### config.mk
export PLATFORM = sky130hd
export DESIGN_NAME = udp_port_bind_table
export DESIGN_NICKNAME = d
export VERILOG_FILES = /design/src/hdl/ubt_pkg.sv /design/src/hdl/udp_port_bind_table.sv /design/src/hdl/ubt_ram.sv
export SDC_FILE = /design/constraint.sdc
export NUM_CORES = 1
export LEC_CHECK = 0
export BUFFER_PORTS_ARGS = -buffer_cell sky130_fd_sc_hd__buf_2
export CAP_MARGIN = 20
export CORE_MARGIN = 2
export CORE_UTILIZATION = 50
export DETAILED_ROUTE_END_ITERATION = 8
export GPL_ROUTABILITY_DRIVEN = 0
export PLACE_DENSITY = 0.69
export SLEW_MARGIN = 0
export SYNTH_ARGS = -nofsm -noshare
export SYNTH_HDL_FRONTEND = slang
export SYNTH_SLANG_ARGS = --single-unit
### constraint.sdc
create_clock -name clk -period 5.8 [get_ports clk]
set_input_delay 1.16 -clock clk [delete_from_list [all_inputs] [get_ports clk]]
set_output_delay 1.16 -clock clk [all_outputs]
set_load 0.01 [all_outputs]
### src/hdl/ubt_pkg.sv
// shared types and constants for the udp port bind table
// no dependencies; imported by the table top level
`timescale 1ns / 1ps
`default_nettype none

package ubt_pkg;

    localparam int PORT_W  = 16;
    localparam int HID_W   = 4;
    localparam int REQ_W   = 3;
    localparam int ENTRY_W = PORT_W + HID_W;

    localparam int ENTRIES_DEF = 8;

    localparam logic [PORT_W-1:0] DEFAULT_PORT_RST = 16'hF000;

    // configuration register index, taken from paddr[2]
    localparam logic REG_DEFAULT_PORT = 1'b0;

    typedef enum logic [REQ_W-1:0] {
        REQ_BIND   = 3'd0,
        REQ_FREE   = 3'd1,
        REQ_LOOKUP = 3'd2,
        REQ_ALLOC  = 3'd3,
        REQ_SET    = 3'd4
    } req_type_t;

    typedef enum logic [1:0] {
        ST_IDLE = 2'd0,
        ST_SCAN = 2'd1,
        ST_DONE = 2'd2
    } state_t;

endpackage

`default_nettype wire

### src/hdl/udp_port_bind_table.sv
// udp port bind table top level: request fsm, entry scan, port allocator, apb registers
// depends on ubt_pkg and ubt_ram
`timescale 1ns / 1ps
`default_nettype none

// Table of ENTRIES bound udp ports, each with a 4-bit handler id, held in one
// ram with a registered read, plus an ephemeral port counter.
// Bind, free and lookup scan the ram from entry 0 and stop at the first match:
// one entry is read per cycle and compared the cycle after, until a match or
// the last entry. Free and lookup of port 0, allocate, set and unused codes
// skip the scan. A stalled output register holds the finished request until
// it is free. One request is in work at a time; the next one is accepted
// while the previous result waits in the output register. Per-entry valid
// bits give an empty table right out of reset, with no clearing pass.
module udp_port_bind_table #(
    parameter int ENTRIES = ubt_pkg::ENTRIES_DEF
) (
    input  wire logic                       clk,
    input  wire logic                       rst_n,
    // request channel
    input  wire logic                       in_valid,
    output logic                            in_ready,
    input  wire logic [ubt_pkg::REQ_W-1:0]  req_type,
    input  wire logic [ubt_pkg::PORT_W-1:0] port,
    input  wire logic [ubt_pkg::HID_W-1:0]  handler_id,
    // result channel
    output logic                            out_valid,
    input  wire logic                       out_ready,
    output logic                            found,
    output logic      [ubt_pkg::HID_W-1:0]  found_handler,
    output logic      [ubt_pkg::PORT_W-1:0] alloc_port,
    output logic                            table_full,
    // configuration
    input  wire logic                       psel,
    input  wire logic                       penable,
    input  wire logic                       pwrite,
    input  wire logic [2:0]                 paddr,
    input  wire logic [31:0]                pwdata,
    output logic      [31:0]                prdata,
    output logic                            pready
);

    import ubt_pkg::*;

    localparam int IDX_W = (ENTRIES > 1) ? $clog2(ENTRIES) : 1;
    localparam int CNT_W = $clog2(ENTRIES + 1);

    state_t state_reg, state_next;

    logic [REQ_W-1:0]  req_reg;
    logic [PORT_W-1:0] port_reg;
    logic [HID_W-1:0]  hid_reg;

    logic [CNT_W-1:0]   iss_cnt_reg, iss_cnt_next;
    logic               chk_vld_reg, chk_vld_next;
    logic [IDX_W-1:0]   chk_idx_reg;
    logic [ENTRIES-1:0] valid_reg, valid_next;

    logic              res_found_reg, res_found_next;
    logic [HID_W-1:0]  res_hid_reg, res_hid_next;
    logic [PORT_W-1:0] res_alloc_reg, res_alloc_next;
    logic              res_full_reg, res_full_next;

    logic              out_valid_reg, out_valid_next;
    logic              found_reg;
    logic [HID_W-1:0]  found_handler_reg;
    logic [PORT_W-1:0] alloc_port_reg;
    logic              table_full_reg;

    logic [PORT_W-1:0] next_port_reg, next_port_next;
    logic [PORT_W-1:0] default_port_reg;

    logic               accept;
    logic               needs_scan;
    logic               issue;
    logic [IDX_W-1:0]   rd_addr;
    logic [ENTRY_W-1:0] rd_data;
    logic [PORT_W-1:0]  ent_port;
    logic [HID_W-1:0]   ent_hid;
    logic [PORT_W-1:0]  key;
    logic               hit;
    logic               last;
    logic               scan_end;
    logic               ram_we;
    logic [ENTRY_W-1:0] ram_wdata;
    logic               out_free;
    logic [PORT_W-1:0]  port_dec;
    logic               cfg_wr;

    ubt_ram #(
        .WIDTH (ENTRY_W),
        .DEPTH (ENTRIES),
        .ADDR_W(IDX_W)
    ) u_ram (
        .clk  (clk),
        .we   (ram_we),
        .waddr(chk_idx_reg),
        .wdata(ram_wdata),
        .raddr(rd_addr),
        .rdata(rd_data)
    );

    assign accept   = in_valid && in_ready;
    assign out_free = !out_valid_reg || out_ready;

    assign needs_scan = (req_type == REQ_BIND)
        || (((req_type == REQ_FREE) || (req_type == REQ_LOOKUP)) && (port != '0));

    // entry compare, an entry never written reads as empty
    assign ent_port = valid_reg[chk_idx_reg] ? rd_data[ENTRY_W-1:HID_W] : '0;
    assign ent_hid  = valid_reg[chk_idx_reg] ? rd_data[HID_W-1:0] : '0;
    assign key      = (req_reg == REQ_BIND) ? '0 : port_reg;
    assign hit      = chk_vld_reg && (ent_port == key);
    assign last     = (chk_idx_reg == IDX_W'(ENTRIES - 1));
    assign scan_end = chk_vld_reg && (hit || last);

    assign rd_addr = iss_cnt_reg[IDX_W-1:0];
    assign issue   = (state_reg == ST_SCAN) && (iss_cnt_reg < CNT_W'(ENTRIES)) && !scan_end;

    assign ram_we = (state_reg == ST_SCAN) && hit
        && ((req_reg == REQ_BIND) || (req_reg == REQ_FREE));
    // free clears the port and keeps the handler
    assign ram_wdata = (req_reg == REQ_BIND) ? {port_reg, hid_reg} : {{PORT_W{1'b0}}, ent_hid};

    assign port_dec = next_port_reg - 16'd1;

    // next state
    always_comb
    begin
        state_next = state_reg;
        unique case (state_reg)
            ST_IDLE:
            begin
                if (in_valid)
                begin
                    state_next = needs_scan ? ST_SCAN : ST_DONE;
                end
            end
            ST_SCAN:
            begin
                if (scan_end)
                begin
                    state_next = ST_DONE;
                end
            end
            ST_DONE:
            begin
                if (out_free)
                begin
                    state_next = ST_IDLE;
                end
            end
            default:
            begin
                state_next = ST_IDLE;
            end
        endcase
    end

    assign in_ready = (state_reg == ST_IDLE);

    // scan control, results and counter
    always_comb
    begin
        iss_cnt_next   = iss_cnt_reg;
        chk_vld_next   = issue;
        valid_next     = valid_reg;
        res_found_next = res_found_reg;
        res_hid_next   = res_hid_reg;
        res_alloc_next = res_alloc_reg;
        res_full_next  = res_full_reg;
        next_port_next = next_port_reg;
        out_valid_next = out_valid_reg && !out_ready;

        if (accept)
        begin
            iss_cnt_next   = '0;
            res_found_next = 1'b0;
            res_hid_next   = '0;
            res_alloc_next = '0;
            res_full_next  = 1'b0;
            unique case (req_type)
                REQ_ALLOC:
                begin
                    res_alloc_next = next_port_reg;
                    next_port_next = (port_dec[PORT_W-1:8] == '0) ? default_port_reg : port_dec;
                end
                REQ_SET:
                begin
                    next_port_next = port;
                end
                default:
                begin
                    next_port_next = next_port_reg;
                end
            endcase
        end

        if (issue)
        begin
            iss_cnt_next = iss_cnt_reg + CNT_W'(1);
        end

        if (ram_we)
        begin
            valid_next[chk_idx_reg] = 1'b1;
        end

        if ((state_reg == ST_SCAN) && scan_end)
        begin
            res_found_next = hit;
            res_hid_next   = ((req_reg == REQ_LOOKUP) && hit) ? ent_hid : '0;
            res_full_next  = (req_reg == REQ_BIND) && !hit;
        end

        if ((state_reg == ST_DONE) && out_free)
        begin
            out_valid_next = 1'b1;
        end
    end

    always_ff @(posedge clk or negedge rst_n)
    begin
        if (!rst_n)
        begin
            state_reg     <= ST_IDLE;
            iss_cnt_reg   <= '0;
            chk_vld_reg   <= 1'b0;
            valid_reg     <= '0;
            out_valid_reg <= 1'b0;
            next_port_reg <= DEFAULT_PORT_RST;
        end
        else
        begin
            state_reg     <= state_next;
            iss_cnt_reg   <= iss_cnt_next;
            chk_vld_reg   <= chk_vld_next;
            valid_reg     <= valid_next;
            out_valid_reg <= out_valid_next;
            next_port_reg <= next_port_next;
        end
    end

    // payload registers
    always_ff @(posedge clk)
    begin
        if (accept)
        begin
            req_reg  <= req_type;
            port_reg <= port;
            hid_reg  <= handler_id;
        end
        if (issue)
        begin
            chk_idx_reg <= rd_addr;
        end
        res_found_reg <= res_found_next;
        res_hid_reg   <= res_hid_next;
        res_alloc_reg <= res_alloc_next;
        res_full_reg  <= res_full_next;
        if ((state_reg == ST_DONE) && out_free)
        begin
            found_reg         <= res_found_reg;
            found_handler_reg <= res_hid_reg;
            alloc_port_reg    <= res_alloc_reg;
            table_full_reg    <= res_full_reg;
        end
    end

    assign out_valid     = out_valid_reg;
    assign found         = found_reg;
    assign found_handler = found_handler_reg;
    assign alloc_port    = alloc_port_reg;
    assign table_full    = table_full_reg;

    // apb register
    assign pready = 1'b1;
    assign cfg_wr = psel && penable && pwrite && (paddr[2] == REG_DEFAULT_PORT);

    always_ff @(posedge clk or negedge rst_n)
    begin
        if (!rst_n)
        begin
            default_port_reg <= DEFAULT_PORT_RST;
        end
        else if (cfg_wr)
        begin
            default_port_reg <= pwdata[PORT_W-1:0];
        end
    end

    assign prdata = (paddr[2] == REG_DEFAULT_PORT) ? {16'b0, default_port_reg} : 32'b0;

    // checks
    a_write_in_scan: assert property (@(posedge clk) disable iff (!rst_n)
        ram_we |-> (state_reg == ST_SCAN) && chk_vld_reg)
        else $error("table write outside a scan compare");

    a_cnt_bound: assert property (@(posedge clk) disable iff (!rst_n)
        (state_reg == ST_SCAN) |-> (iss_cnt_reg <= CNT_W'(ENTRIES)))
        else $error("scan read counter past table end");

    a_full_excl: assert property (@(posedge clk) disable iff (!rst_n)
        out_valid_reg |-> !(found_reg && table_full_reg))
        else $error("found and table_full both set");

    a_hid_found: assert property (@(posedge clk) disable iff (!rst_n)
        out_valid_reg && (found_handler_reg != '0) |-> found_reg)
        else $error("handler reported without a hit");

    a_alloc_excl: assert property (@(posedge clk) disable iff (!rst_n)
        out_valid_reg && (alloc_port_reg != '0) |-> !found_reg && !table_full_reg)
        else $error("allocated port mixed with table result");

endmodule

`default_nettype wire

### src/hdl/ubt_ram.sv
// generic single write port, single read port ram with registered read
// no package dependency; width and depth set by the instantiating module
`timescale 1ns / 1ps
`default_nettype none

module ubt_ram #(
    parameter int WIDTH = 20,
    parameter int DEPTH = 8,
    parameter int ADDR_W = (DEPTH > 1) ? $clog2(DEPTH) : 1
) (
    input  wire logic              clk,
    input  wire logic              we,
    input  wire logic [ADDR_W-1:0] waddr,
    input  wire logic [WIDTH-1:0]  wdata,
    input  wire logic [ADDR_W-1:0] raddr,
    output logic      [WIDTH-1:0]  rdata
);

    logic [WIDTH-1:0] mem [DEPTH];

    always_ff @(posedge clk)
    begin
        if (we)
        begin
            mem[waddr] <= wdata;
        end
        rdata <= mem[raddr];
    end

endmodule

`default_nettype wire
======== Word level (Yosys, flattened, before mapping) ========
Memory sizes are Yosys's and may differ from the RTL's. A register that Yosys moved wholly into a read port is not among the register bits.
Cells that the tools add are included.
operators by class
  add/sub/neg operators ................... 2
  order comparisons ....................... 3
  equality and inequality tests ........... 13
  mux-type cells .......................... 26
  bitwise logic cells ..................... 2
  reduce and logical (&&, ||, !) cells .... 36
operators with widths
  cell                     number
  $mux W16                 4
  $pmux W16 S2             1
  $mux W20                 1
  $mux W4                  5
  $logic_and A1 B1 Y1      17
  $eq A16 B16 Y1           1
  $reduce_bool A16 Y1      1
  $sub A16 B1 Y16 const B  1
  $eq A3 B2 Y1 const B     3
  $logic_not A8 Y1         1
  $mux W1                  8
  $mux W2                  4
  $or A8 B8 Y8             1
  $eq A3 B1 Y1 const B     2
  $eq A3 B3 Y1 const B     2
  $logic_not A3 Y1         2
  $ne A2 B2 Y1 const B     3
  $pmux W2 S3              1
  $reduce_bool A2 Y1       3
  $logic_or A1 B1 Y1       5
  $add A4 B1 Y4 const B    1
  $logic_not A1 Y1         4
  $lt A3 B4 Y1 const B     1
  $lt A4 B4 Y1 const B     1
  9 further kinds          9
word-level totals
  flip-flop bits (word level) ............. 118
  bits in writable memories ............... 160
  output and inout bits ................... 57
  word-level logic and storage cells ...... 102
  memories kept ........................... 1
memory list
  memory     depth  bits a word  read ports  clocked after Yosys merged registers in  wr ports  line           source
  u_ram.mem  8      20           1           1                                        1         ubt_ram.sv:19  logic [WIDTH-1:0] mem [DEPTH];

======== Logic depth before layout (Yosys ltp) ========
  depth in word-level cells ............... 10
  depth in mapped cells ................... 12
  mapped depth without buffers ............ 9

======== Cells and area by module ========
A second synthesis with hierarchy kept.
second synthesis, totals
  cells, all modules ...................... 758
  area total of the unflattened synthesis .. 12349.3 µm²
modules (own cells, without submodules)
  module               times used  cells each  area an instance (µm²)  seq. area each (µm²)
  ubt_ram              1           264         6612.6                  5205.0
  udp_port_bind_table  1           494         5736.8                  3313.2

======== Least setup slack after synthesis ========
Ideal clock, no wire load.
  path type ............................... reg-to-reg
  start ................................... reg chk_idx_reg[1]
  end ..................................... mem u_ram.mem[0][0] (enable)
  setup time .............................. 450 ps
  arrival ................................. 4035 ps
  required time ........................... 5350 ps
  path slack .............................. 1314 ps
  stages on the path, launching flop included .. 9
  path buffers ............................ 2
  path through ............................ edfxtp_1 -> clkbuf_1 -> mux4_2 -> mux2i_1 -> o21ai_1 -> o31ai_1 -> nand4_1 -> buf_2 -> nor4_1
on the way
  longest elaborated chain between the ends .. 9
ends and longest elaborated chain
  element                        line                        source
  start: declaration             udp_port_bind_table.sv:56   logic [IDX_W-1:0] chk_idx_reg;
  start signal: assignment       udp_port_bind_table.sv:255  chk_idx_reg <= rd_addr;
  $bmux W1 S3                    udp_port_bind_table.sv:110  assign ent_port = valid_reg[chk_idx_reg] ? rd_data[ENTRY_W-1:HID_W] : '0;
  $mux W1 (not written as such)  udp_port_bind_table.sv:110
  $mux W16                       udp_port_bind_table.sv:110
  $eq A16 B16 Y1                 udp_port_bind_table.sv:113  assign hit = chk_vld_reg && (ent_port == key);
  $logic_and A1 B1 Y1            udp_port_bind_table.sv:113
  $logic_and A1 B1 Y1            udp_port_bind_table.sv:120  assign ram_we = (state_reg == ST_SCAN) && hit
  $logic_and A1 B1 Y1            udp_port_bind_table.sv:121  && ((req_reg == REQ_BIND) || (req_reg == REQ_FREE));
  $mux W1                        ubt_ram.sv:23               if (we)
  $mux W1 (not written as such)  ubt_ram.sv:25               mem[waddr] <= wdata;
  end: declaration               ubt_ram.sv:19
Several ways; a longest one is shown, not always the timed one. The select of a mux whose other input is x is not followed.

======== Worst setup path after layout ========
  start ................................... reg chk_idx_reg[1]
  end ..................................... mem u_ram.mem[3][1] (enable)
The elaborated chain is that of the path after synthesis.

==> impl_metrics.ini <==
[critical_path]
worstPathCellList = mux4_2 > mux2i_1 > o21ai_1 > o31ai_1 > nand4_1 > nor2_2 > and4_1 > buf_4
critPathKind = reg -> reg
cp_slowest_stage_delay_ns = 0.82
crit_buf_inv = 1
critPathCaptureType = flop
worst-path-stages = 8
critical-path-top-delay-family = multiplexers
cp_max_fo = 20
critPathSlowestCell = mux2i_1
reg2reg_depth = 8
crit_required_ns = 5.99
startpoint_type = flop
critPathArrivalTime_ns = 4.39

[die]
fp.dieH_um = 160
row_count = 56
core-area_sq_um = 23600
io_pins = 122
die_x_um = 160
die_area_sq_um = 25500
start_util = 0.513

[sta]
rsz0062_at_grt = false
maxSlewHeadroom = 0.287
setup_viol = 0
worst-slew-pin-transition_ns = 1.07
finClkSkew_ns = 0.00990
fmax_mhz = 238
slew_viol_final = 0
hold_viol_final = 0
hold_slack_ns = 0.417
layout_min_cycle_time_ns = 4.20
fin_setup_tns_ns = 0
finalCritPeriodShare = 0.724

[yosys]
yosysSeqAreaShare = 0.703
syn_area_sq_um = 12100
synth-edff-count = 230
synthArstFlopShare = 0.161
synth_area_leader_cell = edfxtp_1
synth_top_cells_by_count = edfxtp_1, mux4_2, dfrtp_1
yosys.cell_types.count = 64
synth_top_area_frac = 0.570
postSynthCellCount = 754
synth.area.top_cells = edfxtp_1, dfrtp_1, mux4_2
syn_avg_cell_area_sq_um = 16.1
synth-main-ff-cell = edfxtp_1
yosys_warnings = 0
ys_ff_latch = 298
synth.most_common_cell = edfxtp_1

[global_routing]
overflow = 0
grt.total_usage = 0.197
grt_max_degree = 49
grt_pass1_vias = 6711
grt_pass1_wl_mm = 39.0
antenna_found_initial = 1

[final_layout]
final_nets = 920
n_fill_cell = 1830
multi_input_area_sq_um = 3350
regMostFlops = u_ram.mem
largest_registers = u_ram.mem x160, u_ram.rdata x20
area_growth_pct = 14.8
largest_register_ffs = 160
regArea_sq_um = 8520
layout-drive-gt1-share = 0.293

[power_and_ir_drop]
powerDensity_nw_per_um2 = 433
ir_worst_vdd_mv = 0.223
power.share.clock = 0.318
p_int_mw = 4.36
power.leakage_nw = 5.04
comb_power_share = 0.191
power_mw = 6.03
swShare = 0.276
pwr-share-seq = 0.491
power.switching_mw = 1.66

[clock_tree]
cts_tree = built
cts_buffers = 30
clkSlewWorstSetupHoldPaths_ns = 0.06
cts_resized = 0
cts-hold-fix-buffers = 0
htreeDepth = 1
clk_latency_ns = 0.54
postCtsSetupRepairBufs = 0
root_buffer = clkbuf_16
cts_sinks = 298
max-clock-path-buffers = 3

[placement]
port_buffers = 86
place_hpwl_mm = 15.8

[detailed_routing]
drtAntennaViolNets = 0
routedWlPerCell_um = 21.0
wl_mm = 25.2
vias = 6799
drtPass1Iterations = 5
first_iter_violations = 567
drc = 0
via_per_inst = 5.68

[worst_hold_path]
min-delay-path-class = reg -> reg
whs_path_depth = 0

[job]
cap_violations = 0

[outcome]
status = finished, final reports clean
[layer usage]
metal,track usage,vias to the layer above,wire (um)
met3,0.0345,33,1500
met2,0.311,242,12000
met5,0,-,0
met1,0.289,3432,11300
met4,0.0504,0,420
li1,-,3092,-
[cells in the final DEF (no fill, tap or decap), types with 16 or more instances in the layout]
cell type / Yosys / layout
and2_1: 21 / 21
a21oi_1: 18 / 18
dfxtp_1: 20 / 20
mux4_2: 42 / 42
buf_4: 17 / 16
mux2_2: 37 / 37
buf_2: 4 / 86
edfxtp_1: 230 / 230
clkbuf_16: 0 / 31
inv_1: 18 / 18
o21ai_0: 17 / 16
nor2b_1: 20 / 19
conb_1: 2 / 17
nor2_1: 39 / 39
dfrtp_1: 40 / 39
nand2_1: 31 / 31
[metrics by stage]
step | instances | setup slack (ns) | utilization | area (sq um)
finish | 1197 | 1.60 | 0.589 | 13900
global route | 1197 | 1.32 | 0.589 | 13900
CTS | 1195 | 1.65 | 0.588 | 13900
detailed placement | 1139 | 1.68 | 0.546 | 12900
global placement | 1139 | 1.78 | 0.546 | 12900
floorplan | 769 | 1.31 | - | 12200
[cell type report]
| type | instances | share of cell area |
|---|---|---|
| Tap cell | 319 | 0.0287 |
| Inverter | 18 | 0.00486 |
| Antenna cell | 1 | 0.000180 |
| Clock buffer | 40 | 0.0604 |
| Timing Repair Buffer | 103 | 0.0416 |
| Clock inverter | 16 | 0.0113 |
| Multi-Input combinational cell | 402 | 0.241 |
| Sequential cell | 298 | 0.612 |
[power by group through the flow]
stage	combinational (mW)	clock [mW]	sequential [mW]
2_1_floorplan	0.908	0	2.86
3_3_place_gp	1.11	0	3.00
3_5_place_dp	1.13	0	3.00
4_1_cts	1.14	1.95	2.96
5_1_grt	1.26	2.03	3.01
6_report	1.15	1.92	2.96
[worst paths after layout]
path,end,slack [ns],start
worst max-delay path,u_ram.mem[3][1],1.60,chk_idx_reg[1]
worst min-delay path,alloc_port[4],0.42,res_alloc_reg[4]
worst max register to register,u_ram.mem[3][1],1.60,chk_idx_reg[1]
worst min register to register,alloc_port[4],0.42,res_alloc_reg[4]
max in group asynchronous,iss_cnt_reg[0],4.61,rst_n
min in group asynchronous,state_reg[1],0.73,rst_n
[cell families (layout without fill, tap and decap cells)]
| logic type | after synthesis | count (layout) | synth area share |
|---|---|---|---|
| AOI/OAI and AO/OA | 95 | 95 | 0.0532 |
| xor gates and xnor gates | 9 | 9 | 0.00650 |
| adders and majority gates | 3 | 3 | 0.00289 |
| buffers and inverters | 69 | 177 | 0.0277 |
| DFF | 298 | 298 | 0.703 |
| muxes | 87 | 87 | 0.119 |
| other | 2 | 18 | 0.000620 |
| and+or+nand+nor | 191 | 191 | 0.0872 |
Note: power is estimated with default switching activity, not from simulation.
